<file path="src/rtl/ccr_pkg.sv">
package ccr_pkg;

  // Icon and frame geometry.
  localparam int unsigned ICON_SIZE     = 64;
  localparam int unsigned CHANNELS      = 4;
  localparam int unsigned MAX_DIMENSION = 4096;

  // Field widths fixed by the interface.
  localparam int unsigned DIM_W   = 13;
  localparam int unsigned PIXEL_W = 32;
  localparam int unsigned FIRST_W = 6;
  localparam int unsigned COUNT_W = 7;
  localparam int unsigned ADDR_W  = 3;
  localparam int unsigned DATA_W  = 32;

  // Quotients of the span division never exceed ICON_SIZE.
  localparam int unsigned QUOT_W = $clog2(ICON_SIZE + 1);
  localparam int unsigned NUM_W  = DIM_W + QUOT_W;
  localparam int unsigned STEP_W = $clog2(QUOT_W);

  localparam int unsigned QUEUE_DEPTH = 2;
  localparam int unsigned QPTR_W      = $clog2(QUEUE_DEPTH);
  localparam int unsigned QCNT_W      = $clog2(QUEUE_DEPTH + 1);

  localparam logic [PIXEL_W-1:0] PIXEL_MASK = (CHANNELS >= 4) ? {PIXEL_W{1'b1}} :
      PIXEL_W'((64'd1 << (8 * CHANNELS)) - 64'd1);

  localparam logic [DIM_W-1:0] DIM_RESET  = DIM_W'(64);
  localparam bit               DIM_CAPPED = (MAX_DIMENSION < (1 << DIM_W));
  localparam logic [DIM_W-1:0] DIM_LIMIT  = DIM_W'(MAX_DIMENSION);

  typedef enum logic [0:0] {
    REG_FRAME_WIDTH  = 1'b0,
    REG_FRAME_HEIGHT = 1'b1
  } reg_index_e;

  typedef enum logic [1:0] {
    BK_IDLE,
    BK_DIV,
    BK_DONE
  } bk_state_e;

  // One classified pixel as handed from the front part to the back part.
  typedef struct packed {
    logic [PIXEL_W-1:0] pixel;
    logic               in_crop;
    logic [DIM_W-1:0]   u_x;
    logic [DIM_W-1:0]   u_y;
    logic [DIM_W-1:0]   side;
    logic               eof;
    logic               frame_bad;
  } ccr_item_t;

  typedef struct packed {
    logic load;
    logic step;
  } span_ctrl_t;

  // Register values above the supported dimension act as the limit.
  function automatic logic [DIM_W-1:0] eff_dim(input logic [DIM_W-1:0] v);
    if (DIM_CAPPED && (v > DIM_LIMIT)) begin
      return DIM_LIMIT;
    end
    return v;
  endfunction

endpackage

</file>
<file path="src/rtl/ccr_span.sv">
module ccr_span (
  input  logic                       clk_i,
  input  ccr_pkg::span_ctrl_t        ctrl_i,
  input  logic [ccr_pkg::DIM_W-1:0]  u_i,
  input  logic [ccr_pkg::DIM_W-1:0]  side_i,
  output logic [ccr_pkg::FIRST_W-1:0] first_o,
  output logic [ccr_pkg::COUNT_W-1:0] count_o
);
  import ccr_pkg::*;

  // Two restoring-division lanes sharing one divisor shift register:
  // first = ceil(u*ICON/side), end = ceil((u+1)*ICON/side).
  logic [NUM_W-1:0]  rem_f_q, rem_f_d, rem_e_q, rem_e_d, div_q, div_d;
  logic [QUOT_W-1:0] quo_f_q, quo_f_d, quo_e_q, quo_e_d;
  logic [NUM_W-1:0]  num_f, num_e;
  logic [QUOT_W-1:0] span_end, span_first;

  assign num_f = NUM_W'(u_i) * NUM_W'(ICON_SIZE) + NUM_W'(side_i) - NUM_W'(1);
  assign num_e = num_f + NUM_W'(ICON_SIZE);

  always_comb begin
    rem_f_d = rem_f_q;
    rem_e_d = rem_e_q;
    quo_f_d = quo_f_q;
    quo_e_d = quo_e_q;
    div_d   = div_q;
    if (ctrl_i.load) begin
      rem_f_d = num_f;
      rem_e_d = num_e;
      quo_f_d = '0;
      quo_e_d = '0;
      div_d   = NUM_W'(side_i) << (QUOT_W - 1);
    end else if (ctrl_i.step) begin
      if (rem_f_q >= div_q) begin
        rem_f_d = rem_f_q - div_q;
        quo_f_d = {quo_f_q[QUOT_W-2:0], 1'b1};
      end else begin
        quo_f_d = {quo_f_q[QUOT_W-2:0], 1'b0};
      end
      if (rem_e_q >= div_q) begin
        rem_e_d = rem_e_q - div_q;
        quo_e_d = {quo_e_q[QUOT_W-2:0], 1'b1};
      end else begin
        quo_e_d = {quo_e_q[QUOT_W-2:0], 1'b0};
      end
      div_d = div_q >> 1;
    end
  end

  always_ff @(posedge clk_i) begin
    rem_f_q <= rem_f_d;
    rem_e_q <= rem_e_d;
    quo_f_q <= quo_f_d;
    quo_e_q <= quo_e_d;
    div_q   <= div_d;
  end

  always_comb begin
    span_end   = (quo_e_q > QUOT_W'(ICON_SIZE)) ? QUOT_W'(ICON_SIZE) : quo_e_q;
    span_first = (quo_f_q > span_end) ? span_end : quo_f_q;
    first_o    = FIRST_W'(span_first);
    count_o    = COUNT_W'(span_end - span_first);
  end

endmodule

</file>
<file path="src/rtl/ccr_front.sv">
module ccr_front (
  input  logic                        clk_i,
  input  logic                        rst_ni,
  input  logic                        in_valid_i,
  output logic                        in_ready_o,
  input  logic [ccr_pkg::PIXEL_W-1:0] pixel_i,
  input  logic                        end_of_frame_i,
  input  logic [ccr_pkg::DIM_W-1:0]   frame_width_i,
  input  logic [ccr_pkg::DIM_W-1:0]   frame_height_i,
  input  logic                        full_i,
  output logic                        push_o,
  output ccr_pkg::ccr_item_t          item_o
);
  import ccr_pkg::*;

  logic [DIM_W-1:0] col_q, col_d, row_q, row_d;
  logic             overrun_q, overrun_d;
  logic [DIM_W-1:0] w, h, side, diff, x0, y0, col_rel, row_rel;
  logic [DIM_W:0]   col_inc, row_inc;
  logic             accept, w_gt_h, overrun_now, in_x, in_y, in_crop, wrap, exact_end;

  assign in_ready_o = !full_i;
  assign accept     = in_valid_i && !full_i;

  always_comb begin
    w           = eff_dim(frame_width_i);
    h           = eff_dim(frame_height_i);
    overrun_now = (w == '0) || (h == '0) || (row_q >= h);
    w_gt_h      = w > h;
    side        = w_gt_h ? h : w;
    diff        = w_gt_h ? (w - h) : (h - w);
    x0          = w_gt_h ? (diff >> 1) : '0;
    y0          = w_gt_h ? '0 : (diff >> 1);
    col_rel     = col_q - x0;
    row_rel     = row_q - y0;
    in_x        = (col_q >= x0) && (col_rel < side);
    in_y        = (row_q >= y0) && (row_rel < side);
    in_crop     = !overrun_now && in_x && in_y;
    col_inc     = {1'b0, col_q} + (DIM_W+1)'(1);
    row_inc     = {1'b0, row_q} + (DIM_W+1)'(1);
    wrap        = col_inc >= {1'b0, w};
    exact_end   = !overrun_now && (row_inc == {1'b0, h}) && (col_inc == {1'b0, w});
  end

  always_comb begin
    col_d     = col_q;
    row_d     = row_q;
    overrun_d = overrun_q;
    if (accept) begin
      if (end_of_frame_i) begin
        col_d     = '0;
        row_d     = '0;
        overrun_d = 1'b0;
      end else if (overrun_now) begin
        overrun_d = 1'b1;
      end else if (wrap) begin
        col_d = '0;
        row_d = row_inc[DIM_W-1:0];
      end else begin
        col_d = col_inc[DIM_W-1:0];
      end
    end
  end

  always_ff @(posedge clk_i or negedge rst_ni) begin
    if (!rst_ni) begin
      col_q     <= '0;
      row_q     <= '0;
      overrun_q <= 1'b0;
    end else begin
      col_q     <= col_d;
      row_q     <= row_d;
      overrun_q <= overrun_d;
    end
  end

  // Only pixels inside the crop or the end-of-frame beat can give a result.
  assign push_o = accept && (in_crop || end_of_frame_i);

  always_comb begin
    item_o.pixel     = pixel_i & PIXEL_MASK;
    item_o.in_crop   = in_crop;
    item_o.u_x       = col_rel;
    item_o.u_y       = row_rel;
    item_o.side      = side;
    item_o.eof       = end_of_frame_i;
    item_o.frame_bad = end_of_frame_i && (overrun_q || overrun_now || !exact_end);
  end

endmodule

</file>
<file path="src/rtl/ccr_queue.sv">
module ccr_queue (
  input  logic               clk_i,
  input  logic               rst_ni,
  input  logic               push_i,
  input  ccr_pkg::ccr_item_t item_i,
  input  logic               pop_i,
  output ccr_pkg::ccr_item_t head_o,
  output logic               full_o,
  output logic               empty_o
);
  import ccr_pkg::*;

  ccr_item_t         slot_q [QUEUE_DEPTH];
  logic [QPTR_W-1:0] wr_ptr_q, rd_ptr_q;
  logic [QCNT_W-1:0] count_q;

  assign full_o  = count_q == QCNT_W'(QUEUE_DEPTH);
  assign empty_o = count_q == '0;
  assign head_o  = slot_q[rd_ptr_q];

  always_ff @(posedge clk_i) begin
    if (push_i) begin
      slot_q[wr_ptr_q] <= item_i;
    end
  end

  always_ff @(posedge clk_i or negedge rst_ni) begin
    if (!rst_ni) begin
      wr_ptr_q <= '0;
      rd_ptr_q <= '0;
      count_q  <= '0;
    end else begin
      if (push_i) begin
        wr_ptr_q <= (wr_ptr_q == QPTR_W'(QUEUE_DEPTH - 1)) ? '0 : wr_ptr_q + QPTR_W'(1);
      end
      if (pop_i) begin
        rd_ptr_q <= (rd_ptr_q == QPTR_W'(QUEUE_DEPTH - 1)) ? '0 : rd_ptr_q + QPTR_W'(1);
      end
      if (push_i && !pop_i) begin
        count_q <= count_q + QCNT_W'(1);
      end else if (pop_i && !push_i) begin
        count_q <= count_q - QCNT_W'(1);
      end
    end
  end

endmodule

</file>
<file path="src/rtl/ccr_back.sv">
module ccr_back (
  input  logic                         clk_i,
  input  logic                         rst_ni,
  input  ccr_pkg::ccr_item_t           head_i,
  input  logic                         empty_i,
  output logic                         pop_o,
  output logic                         out_valid_o,
  input  logic                         out_ready_i,
  output logic [ccr_pkg::PIXEL_W-1:0]  icon_pixel_o,
  output logic [ccr_pkg::FIRST_W-1:0]  target_x_first_o,
  output logic [ccr_pkg::COUNT_W-1:0]  target_x_count_o,
  output logic [ccr_pkg::FIRST_W-1:0]  target_y_first_o,
  output logic [ccr_pkg::COUNT_W-1:0]  target_y_count_o,
  output logic                         frame_bad_o,
  output logic                         last_o
);
  import ccr_pkg::*;

  bk_state_e         state_q, state_d;
  logic [STEP_W-1:0] step_q, step_d;
  ccr_item_t         item_q;
  span_ctrl_t        span_ctrl;
  logic [FIRST_W-1:0] x_first, y_first;
  logic [COUNT_W-1:0] x_count, y_count;
  logic              out_valid_q, out_free, emit, need_out, out_load;

  ccr_span u_span_x (
    .clk_i   (clk_i),
    .ctrl_i  (span_ctrl),
    .u_i     (head_i.u_x),
    .side_i  (head_i.side),
    .first_o (x_first),
    .count_o (x_count)
  );

  ccr_span u_span_y (
    .clk_i   (clk_i),
    .ctrl_i  (span_ctrl),
    .u_i     (head_i.u_y),
    .side_i  (head_i.side),
    .first_o (y_first),
    .count_o (y_count)
  );

  assign out_free = !out_valid_q || out_ready_i;
  assign emit     = item_q.in_crop && (x_count != '0) && (y_count != '0);
  assign need_out = emit || item_q.eof;

  always_comb begin
    state_d = state_q;
    step_d  = step_q;
    case (state_q)
      BK_IDLE: begin
        step_d = STEP_W'(QUOT_W - 1);
        if (!empty_i) begin
          state_d = head_i.in_crop ? BK_DIV : BK_DONE;
        end
      end
      BK_DIV: begin
        step_d = step_q - STEP_W'(1);
        if (step_q == '0) begin
          state_d = BK_DONE;
        end
      end
      BK_DONE: begin
        if (!need_out || out_free) begin
          state_d = BK_IDLE;
        end
      end
      default: state_d = BK_IDLE;
    endcase
  end

  always_comb begin
    pop_o          = 1'b0;
    span_ctrl.load = 1'b0;
    span_ctrl.step = 1'b0;
    out_load       = 1'b0;
    case (state_q)
      BK_IDLE: begin
        pop_o          = !empty_i;
        span_ctrl.load = !empty_i;
      end
      BK_DIV: begin
        span_ctrl.step = 1'b1;
      end
      BK_DONE: begin
        out_load = need_out && out_free;
      end
      default: ;
    endcase
  end

  always_ff @(posedge clk_i or negedge rst_ni) begin
    if (!rst_ni) begin
      state_q     <= BK_IDLE;
      step_q      <= '0;
      out_valid_q <= 1'b0;
    end else begin
      state_q     <= state_d;
      step_q      <= step_d;
      out_valid_q <= (out_valid_q && !out_ready_i) || out_load;
    end
  end

  always_ff @(posedge clk_i) begin
    if (pop_o) begin
      item_q <= head_i;
    end
    if (out_load) begin
      icon_pixel_o     <= emit ? item_q.pixel : '0;
      target_x_first_o <= emit ? x_first : '0;
      target_x_count_o <= emit ? x_count : '0;
      target_y_first_o <= emit ? y_first : '0;
      target_y_count_o <= emit ? y_count : '0;
      frame_bad_o      <= item_q.frame_bad;
      last_o           <= item_q.eof;
    end
  end

  assign out_valid_o = out_valid_q;

endmodule

</file>
<file path="src/rtl/center_crop_nearest_resize_core.sv">
// Timing: with the back part idle, a taken beat is written into the queue; the back part pops it in BK_IDLE,
// steps the span dividers in BK_DIV if the pixel lies in the crop, and loads the registered output beat in BK_DONE.
// Throughput: pixels that give no result are taken one per cycle while the queue has room; a
// pixel inside the crop holds the back part through the span division (one quotient bit per
// cycle) and BK_DONE, an end-of-frame beat outside the crop through BK_DONE, which waits while the output stalls.
// Reset: rst_ni is asynchronous and active low; it clears the frame position, the queue and the
// output beat, and sets both frame dimension registers to 64.
module center_crop_nearest_resize_core (
  input  logic                         clk_i,
  input  logic                         rst_ni,
  // Configuration port.
  input  logic                         psel,
  input  logic                         penable,
  input  logic                         pwrite,
  input  logic [ccr_pkg::ADDR_W-1:0]   paddr,
  input  logic [ccr_pkg::DATA_W-1:0]   pwdata,
  output logic [ccr_pkg::DATA_W-1:0]   prdata,
  output logic                         pready,
  // Pixel input.
  input  logic                         in_valid_i,
  output logic                         in_ready_o,
  input  logic [ccr_pkg::PIXEL_W-1:0]  pixel_i,
  input  logic                         end_of_frame_i,
  // Icon result output.
  output logic                         out_valid_o,
  input  logic                         out_ready_i,
  output logic [ccr_pkg::PIXEL_W-1:0]  icon_pixel_o,
  output logic [ccr_pkg::FIRST_W-1:0]  target_x_first_o,
  output logic [ccr_pkg::COUNT_W-1:0]  target_x_count_o,
  output logic [ccr_pkg::FIRST_W-1:0]  target_y_first_o,
  output logic [ccr_pkg::COUNT_W-1:0]  target_y_count_o,
  output logic                         frame_bad_o,
  output logic                         last_o
);
  import ccr_pkg::*;

  // The frame is center-cropped to a square on its short side, and each icon cell samples
  // the crop pixel at floor(t*side/ICON_SIZE). The front part tracks the raster position,
  // decides whether a pixel lies in the crop, and works out the frame_bad flag at the
  // end-of-frame beat. Pixels that can give a result travel through a short queue to the
  // back part, which divides to find the run of icon columns and rows that sample the pixel
  // and sends out one beat when both runs are non-empty, or always for the end-of-frame beat.

  logic [DIM_W-1:0] frame_width_q, frame_height_q;
  logic             cfg_write;
  reg_index_e       cfg_index;
  logic [DIM_W-1:0] rd_value;

  assign pready    = 1'b1;
  assign cfg_write = psel && penable && pwrite && pready;
  assign cfg_index = reg_index_e'(paddr[2]);

  always_ff @(posedge clk_i or negedge rst_ni) begin
    if (!rst_ni) begin
      frame_width_q  <= DIM_RESET;
      frame_height_q <= DIM_RESET;
    end else if (cfg_write) begin
      case (cfg_index)
        REG_FRAME_WIDTH:  frame_width_q  <= pwdata[DIM_W-1:0];
        REG_FRAME_HEIGHT: frame_height_q <= pwdata[DIM_W-1:0];
        default: ;
      endcase
    end
  end

  always_comb begin
    case (cfg_index)
      REG_FRAME_WIDTH:  rd_value = frame_width_q;
      REG_FRAME_HEIGHT: rd_value = frame_height_q;
      default:          rd_value = '0;
    endcase
    prdata = DATA_W'(rd_value);
  end

  // Front part: position tracking and classification.
  ccr_item_t front_item, head_item;
  logic      push, pop, q_full, q_empty;

  ccr_front u_front (
    .clk_i          (clk_i),
    .rst_ni         (rst_ni),
    .in_valid_i     (in_valid_i),
    .in_ready_o     (in_ready_o),
    .pixel_i        (pixel_i),
    .end_of_frame_i (end_of_frame_i),
    .frame_width_i  (frame_width_q),
    .frame_height_i (frame_height_q),
    .full_i         (q_full),
    .push_o         (push),
    .item_o         (front_item)
  );

  // The queue lets the front keep taking pixels while the dividers are busy.
  ccr_queue u_queue (
    .clk_i   (clk_i),
    .rst_ni  (rst_ni),
    .push_i  (push),
    .item_i  (front_item),
    .pop_i   (pop),
    .head_o  (head_item),
    .full_o  (q_full),
    .empty_o (q_empty)
  );

  // Back part: span division and the registered output beat.
  ccr_back u_back (
    .clk_i            (clk_i),
    .rst_ni           (rst_ni),
    .head_i           (head_item),
    .empty_i          (q_empty),
    .pop_o            (pop),
    .out_valid_o      (out_valid_o),
    .out_ready_i      (out_ready_i),
    .icon_pixel_o     (icon_pixel_o),
    .target_x_first_o (target_x_first_o),
    .target_x_count_o (target_x_count_o),
    .target_y_first_o (target_y_first_o),
    .target_y_count_o (target_y_count_o),
    .frame_bad_o      (frame_bad_o),
    .last_o           (last_o)
  );

endmodule

</file>
<file path="config.mk">
export PLATFORM = sky130hd
export DESIGN_NAME = center_crop_nearest_resize_core
export DESIGN_NICKNAME = d
export VERILOG_FILES = /design/src/rtl/ccr_pkg.sv /design/src/rtl/ccr_span.sv /design/src/rtl/ccr_front.sv /design/src/rtl/ccr_queue.sv /design/src/rtl/ccr_back.sv /design/src/rtl/center_crop_nearest_resize_core.sv
export SDC_FILE = /design/constraint.sdc
export NUM_CORES = 1
export LEC_CHECK = 0
export BUFFER_PORTS_ARGS = -buffer_cell sky130_fd_sc_hd__buf_2
export CORE_MARGIN = 2
export CORE_UTILIZATION = 65
export DETAILED_ROUTE_END_ITERATION = 10
export HOLD_SLACK_MARGIN = 0.08
export PLACE_DENSITY = 0.93
export SYNTH_ARGS = -nofsm -noshare
export SYNTH_HDL_FRONTEND = slang
export SYNTH_SLANG_ARGS = --single-unit
</file>
<file path="constraint.sdc">
create_clock -name clk_i -period 21.3 [get_ports clk_i]
set_clock_uncertainty 0.1 [all_clocks]
set_input_delay 6.39 -clock clk_i [delete_from_list [all_inputs] [get_ports clk_i]]
set_output_delay 6.39 -clock clk_i [all_outputs]
set_load 0.02 [all_outputs]
</file>
==> results of run 1 <==
[flip-flops by register name, summed over array words and instances (netlist names), 13 cells and up]
| signal | count |
|---|---|
| u_back.item_q | 35 |
| u_back.u_span_x.rem_f_q | 20 |
| frame_width_q | 13 |
| u_front.row_q | 13 |
| frame_height_q | 13 |
| u_back.u_span_x.rem_e_q | 20 |
| u_back.icon_pixel_o | 32 |
| u_back.u_span_y.div_q | 13 |
| u_front.col_q | 13 |
| u_back.u_span_y.rem_f_q | 20 |
| u_back.u_span_y.rem_e_q | 20 |
| u_queue.slot_q | 148 |
[layer usage]
layer | global-route usage [%] | vias up
met3 | 5.023 | 351
met2 | 56.99 | 1295
met4 | 18.05 | 0
met1 | 38.77 | 10100
met5 | 0 | -
li1 | - | 9474
[area by class of cell]
type	count	area share (%)
clock inverters	25	0.8229
inverters	178	2.274
well taps	532	2.257
multi-input cells	1901	46.16
repair buffers	139	2.452
diodes	2	0.01697
flip-flops and latches	433	41.88
clock buffers	59	4.136
[per-stage QoR]
| stage | util (%) | std cells |
|---|---|---|
| after floorplan | - | 2603 |
| after global placement | 68.49 | 3183 |
| after detailed placement | 68.49 | 3183 |
| after CTS | 72.06 | 3267 |
| after global routing | 72.08 | 3269 |
| final | 72.08 | 3269 |
[kinds of logic (layout without fill, tap and decap cells)]
kind of cell             count (synthesis)  after routing  share of synthesized area [%]
other                                    2             22                        0.02784
multiplexers                           124            124                          4.945
buffers and inverters                  269            401                          4.105
AND/OR/NAND/NOR                        711            711                          12.82
AO/OA/AOI/OAI                          577            577                          13.05
flip-flops                             433            433                          45.78
adder cells (fa/ha/maj)                266            266                          12.64
XOR/XNOR                               203            203                          6.619
[worst register-to-register path: cells and delay by family (launching register included)]
family	cells	cell delay [ns]
AND/OR/NAND/NOR	12	2.99
adder cells (fa/ha/maj)	3	1.01
AO/OA/AOI/OAI	16	3.50
XOR/XNOR	1	0.23
buffers and inverters	3	1.36
flip-flops	1	0.48
[final timing paths]
path	to	slack, ns	cells after the start
setup / recovery	prdata[8]	7.55	3
max in group asynchronous	u_queue.rd_ptr_q	14.53	2
hold reg to reg	u_back.frame_bad_o	0.33	0
min in group asynchronous	frame_height_q[5]	5.91	2
setup reg to reg	u_queue.slot_q[0][39]	11.23	35
hold / removal	u_back.frame_bad_o	0.33	0
[Yosys cell counts, types with 13 or more instances]
cell      instances
nand2b_1         52
o31ai_1          13
edfxtp_1        336
clkbuf_1         49
ha_1            255
nand4_1          36
o21bai_1         13
nor2b_1          45
o21ai_0         152
buf_4            20
a31oi_1          13
nor2_1          147
o21a_1           17
a21o_1           82
mux2i_1          50
buf_1            16
dfrtp_1          61
nor3_1           35
xnor2_1         109
and3_1           18
xor2_1           93
o22ai_1          14
and2_1           47
dfxtp_1          34
mux2_2           74
nand3_1          42
a21oi_1         185
nand2_1         236
inv_1           178
==> results.yml, run 1 <==
status:
  outcome: "finished clean"
placed_design:
  place_hpwl_um: 48550
  gp_congestion: 0.9687
  dp_slack_ns: 7.578
  port_buffers: 128
  placed_cell_area_um2: 28030
sta:
  period_needed_ns: 13.75
  tightest_slew_ns: 1.214
  finalSetupTns_ns: 0
  drv_slew: 0
  final-setup-viol-count: 0
  hold_viol: 0
  fmax_ghz: 0.07274
  setup_ws_ns: 7.552
  maxSlewHeadroom_pct: 18.03
  rsz0062_at_grt: "no"
  period_share_pct: 64.54
  whs_ns: 0.3284
setup_path:
  worstPathArrival_ns: 7.26
  crit_chain: "buf_2, mux2_2, buf_2"
  cpMostUsedCell: "buf_2"
  crit_type: "in2out"
  crit_path_start: "paddr[2]"
  start_kind: "primary input"
  worstSetupEndpointType: "output pin"
  crit_slowest_cell: "mux2_2"
  critPathTopFamily: "buffers and inverters"
  slowest_delay_ns: 0.39
  path_buf_inv: 2
  crit_fanout: 16
  r2r-start: "frame_height_q[12]"
  worstPathRequired_ns: 14.81
synth:
  synth.top_cell.area_share_pct: 37.41
  dominantRegCellSynth: "edfxtp_1"
  synth_cells: 2585
  synthArstFlopShare_pct: 14.55
  ys.warnings.count: 0
  syn_avg_cell_area_um2: 10.43
  synthTopCellsByArea: "edfxtp_1, ha_1, dfrtp_1"
  synth_edf_count: 336
  syn_area_um2: 26970
  ys_seq_elements: 433
  synth_top_cell_by_area: "edfxtp_1"
  ys_seq_area_share_pct: 45.78
  ys_types: 81
floorplan:
  std_cell_rows: 74
  io_pins: 170
  start_util_pct: 65.91
  core-area_um2: 40920
  dieArea_um2: 43140
  die_h_um: 207.7
  die_x_um: 207.7
global_routing:
  grt_pass1_wl_um: 112800
  grt_pass1_vias: 21550
  grt_remaining_overflow: 0
  antenna_found_initial: 2
  grt_max_degree: 88
  grtUsageTotal_pct: 32.66
clock_tree:
  clkTransAtPathRegs_ns: 0.06
  htree_levels: 2
  post_cts_resized: 0
  ctsHoldBuffers: 0
  clock_sinks: 433
  numCtsBuffers: 45
  tritoncts: "done"
  clk_latency_ns: 0.60
  clockBufferDepth: 3
  postCtsSetupRepairBufs: 0
  root_buffer: "clkbuf_16"
route:
  route.vias.total: 21220
  drt-met1-wl_um: 26030
  viasPerCell: 6.490
  drc: 0
  wl_met3_um: 5876
  ant_nets: 0
  drt_iter0_drc: 2460
  drtPass1Iterations: 6
  routed.top_layer: "met4"
  wl_um: 71940
  dr_wl_met2_um: 35670
  wl_per_cell_um: 22.01
worst_hold_path:
  holdCritStartpoint: "u_back.item_q[0]"
  hold_class: "reg2reg"
finish:
  fin_nets: 3039
  final-seq-area_um2: 12350
  final_layout_size_suffix_gt1_share_pct: 11.85
  final_common_cell: "edfxtp_1"
  multi_input_area_um2: 13620
  final_cell_mix: "edfxtp_1, ha_1, nand2_1, a21oi_1, inv_1"
  postLayoutCellArea_um2: 29500
  fillers: 2544
  area_delta_synth_final_pct: 9.356
flow_run:
  cap_violations: 0
Power of run 1 is left out: the tool's default activity adds up to more than one toggle a clock period on the data nets, which glitch-free logic cannot reach.
==> run 2: changes to the inputs <==
- ABC_AREA: default -> 1
- CORE_UTILIZATION: 65 -> 62
- PLACE_DENSITY: 0.93 -> 0.89
- clock period: 21.3 -> 14.1 ns (I/O delays scaled with it)
==> run 2 against run 1 <==
Utilization is 3.1 points lower. Setup slack worse by 2.7 ns. First-iteration DRC count is 4.3% lower. Critical path type unchanged. Wire length is 5.5% higher. Design area is 6.6% higher. Global-route usage is 1.4 points lower. Highest routed layer unchanged.
==> results.yml, run 2 <==
status:
  outcome: "finished clean"
synth:
  synth_top_cell_by_area: "edfxtp_1"
  ys_seq_area_share_pct: 42.95
  ys_seq_elements: 433
  syn_avg_cell_area_um2: 8.537
  synthArstFlopShare_pct: 14.55
  ys.warnings.count: 0
  synth.top_cell.area_share_pct: 35.09
  synthTopCellsByArea: "edfxtp_1, ha_1, nand2_1"
  synth_cells: 3368
  synth.most_common_cell: "nand2_1"
  synth_edf_count: 336
  synth_commonest_cells: "nand2_1, inv_1, edfxtp_1"
  ys_types: 61
  dominantRegCellSynth: "edfxtp_1"
  syn_area_um2: 28750
route:
  viasPerCell: 5.944
  wl_per_cell_um: 18.43
  drtPass1Iterations: 6
  drt_iter0_drc: 2353
  ant_nets: 0
  route.vias.total: 24480
  wl_um: 75900
  drc: 0
global_routing:
  grt_pass1_wl_um: 119200
  grt_pass1_vias: 23780
  grt_remaining_overflow: 0
  antenna_found_initial: 2
  grtUsageTotal_pct: 31.26
  grt_max_degree: 92
finish:
  top_register: "u_queue.slot_q"
  final_common_cell: "nand2_1"
  reg.largest.list: "u_queue.slot_q: 148 flops, u_back.item_q: 35 flops, u_back.icon_pixel_o: 32 flops"
  final_layout_size_suffix_gt1_share_pct: 9.497
  area_delta_synth_final_pct: 9.330
  largest_reg_flops: 148
  final_cell_mix: "nand2_1, inv_1, edfxtp_1, o21ai_0, nor2_1"
  fin_nets: 3819
sta:
  drv_slew: 0
  finalSetupTns_ns: 0
  tightest_slew_ns: 1.106
  hold_viol: 0
  final-setup-viol-count: 0
  fmax_ghz: 0.1077
  period_share_pct: 65.86
  maxSlewHeadroom_pct: 26.18
  rsz0062_at_grt: "no"
  period_needed_ns: 9.287
clock_tree:
  tritoncts: "done"
  htree_levels: 2
  clockBufferDepth: 3
  numCtsBuffers: 47
  clock_sinks: 433
  ctsHoldBuffers: 0
  clkTransAtPathRegs_ns: 0.06
  clk_latency_ns: 0.61
  post_cts_resized: 0
  root_buffer: "clkbuf_16"
  postCtsSetupRepairBufs: 0
placed_design:
  port_buffers: 128
  place_hpwl_um: 53950
  gp_congestion: 0.9774
setup_path:
  slowest_delay_ns: 0.32
  crit_chain: "buf_2, nand2_1, o21ai_0, buf_2"
  worstSetupEndpointType: "output pin"
  timing.rr.end: "u_queue.slot_q[1][24]"
  critPathTopFamily: "buffers and inverters"
  cpMostUsedCell: "buf_2"
  crit_type: "in2out"
  worstPathArrival_ns: 4.96
  r2r-start: "frame_width_q[2]"
  path_depth: 4
  reg2reg_depth: 37
  crit_slowest_cell: "buf_2"
  worstPathRequired_ns: 9.77
  path_buf_inv: 2
  crit_fanout: 28
  reg2reg_slack_ns: 5.10
  start_kind: "primary input"
flow_run:
  cap_violations: 0
floorplan:
  std_cell_rows: 78
  dieArea_um2: 48110
  start_util_pct: 63.08
  die_x_um: 219.3
  core-area_um2: 45580
  die_h_um: 219.3
  io_pins: 170
worst_hold_path:
  whs_path_depth: 0
  hold_class: "reg2reg"
  holdCritStartpoint: "u_back.item_q[0]"
  holdPathEnd: "u_back.frame_bad_o"
run 2: cell types whose count changed after synthesis, sizes merged, moves of 42 or more:
cell	before	now
a21oi	186	239
and2	47	5
a21o	83	20
xnor2	109	36
nand3	42	134
nand2	236	687
inv	178	424
nand2b	52	0
mux2	74	0
nor2	147	307
o21ai	165	329
nor2b	45	0
run 2: kinds of logic after synthesis:
logic type / share of synthesized area, %
XOR/XNOR: 4.334
multiplexers: 0.8007
AO/OA/AOI/OAI: 13.19
adder cells (fa/ha/maj): 11.86
AND/OR/NAND/NOR: 19.60
flip-flops: 42.95
other: 0.02612
buffers and inverters: 7.241
run 2: layout make-up:
cell class / instances / area (um2)
timing repair buffer: 138 / 715.7
tap: 600 / 750.7
clock buffer: 59 / 1285
antenna: 2 / 5.005
fill: 3384 / 14140
inverter: 428 / 1609
sequential: 433 / 12350
clock inverter: 29 / 296.5
multi-input combinational: 2430 / 14420
run 2: how the worst max path moves through the flow:
| stage | end | startpoint |
|---|---|---|
| global route | u_queue.slot_q[1][21] | frame_width_q[2] |
| global placement | prdata[10] | paddr[2] |
| floorplan | prdata[10] | paddr[2] |
| finish | prdata[0] | paddr[2] |
| CTS | prdata[0] | paddr[2] |
| detailed placement | prdata[5] | paddr[2] |
run 2: stage by stage:
| step | hold slack [ns] | cell area (um2) | util, % | worst slack [ns] | std cells |
|---|---|---|---|---|---|
| floorplan | 0.3003 | 28820 | - | 4.687 | 3386 |
| global placement | 0.3126 | 29850 | 65.49 | 4.867 | 4029 |
| detailed placement | 0.3052 | 29850 | 65.49 | 4.836 | 4029 |
| CTS | 0.3468 | 31430 | 68.96 | 4.826 | 4117 |
| global route | 0.3563 | 31430 | 68.97 | 4.417 | 4119 |
| finish | 0.3468 | 31430 | 68.97 | 4.813 | 4119 |
run 2: metal layers:
layer	vias to the layer above	part of all wire, %	track usage, %
li1	11640	-	-
met1	11330	38	37.58
met2	1212	48	53.65
met3	301	7.4	5.225
met4	0	6.0	16.82
met5	-	0	0
Power of run 2 is left out for the same reason.
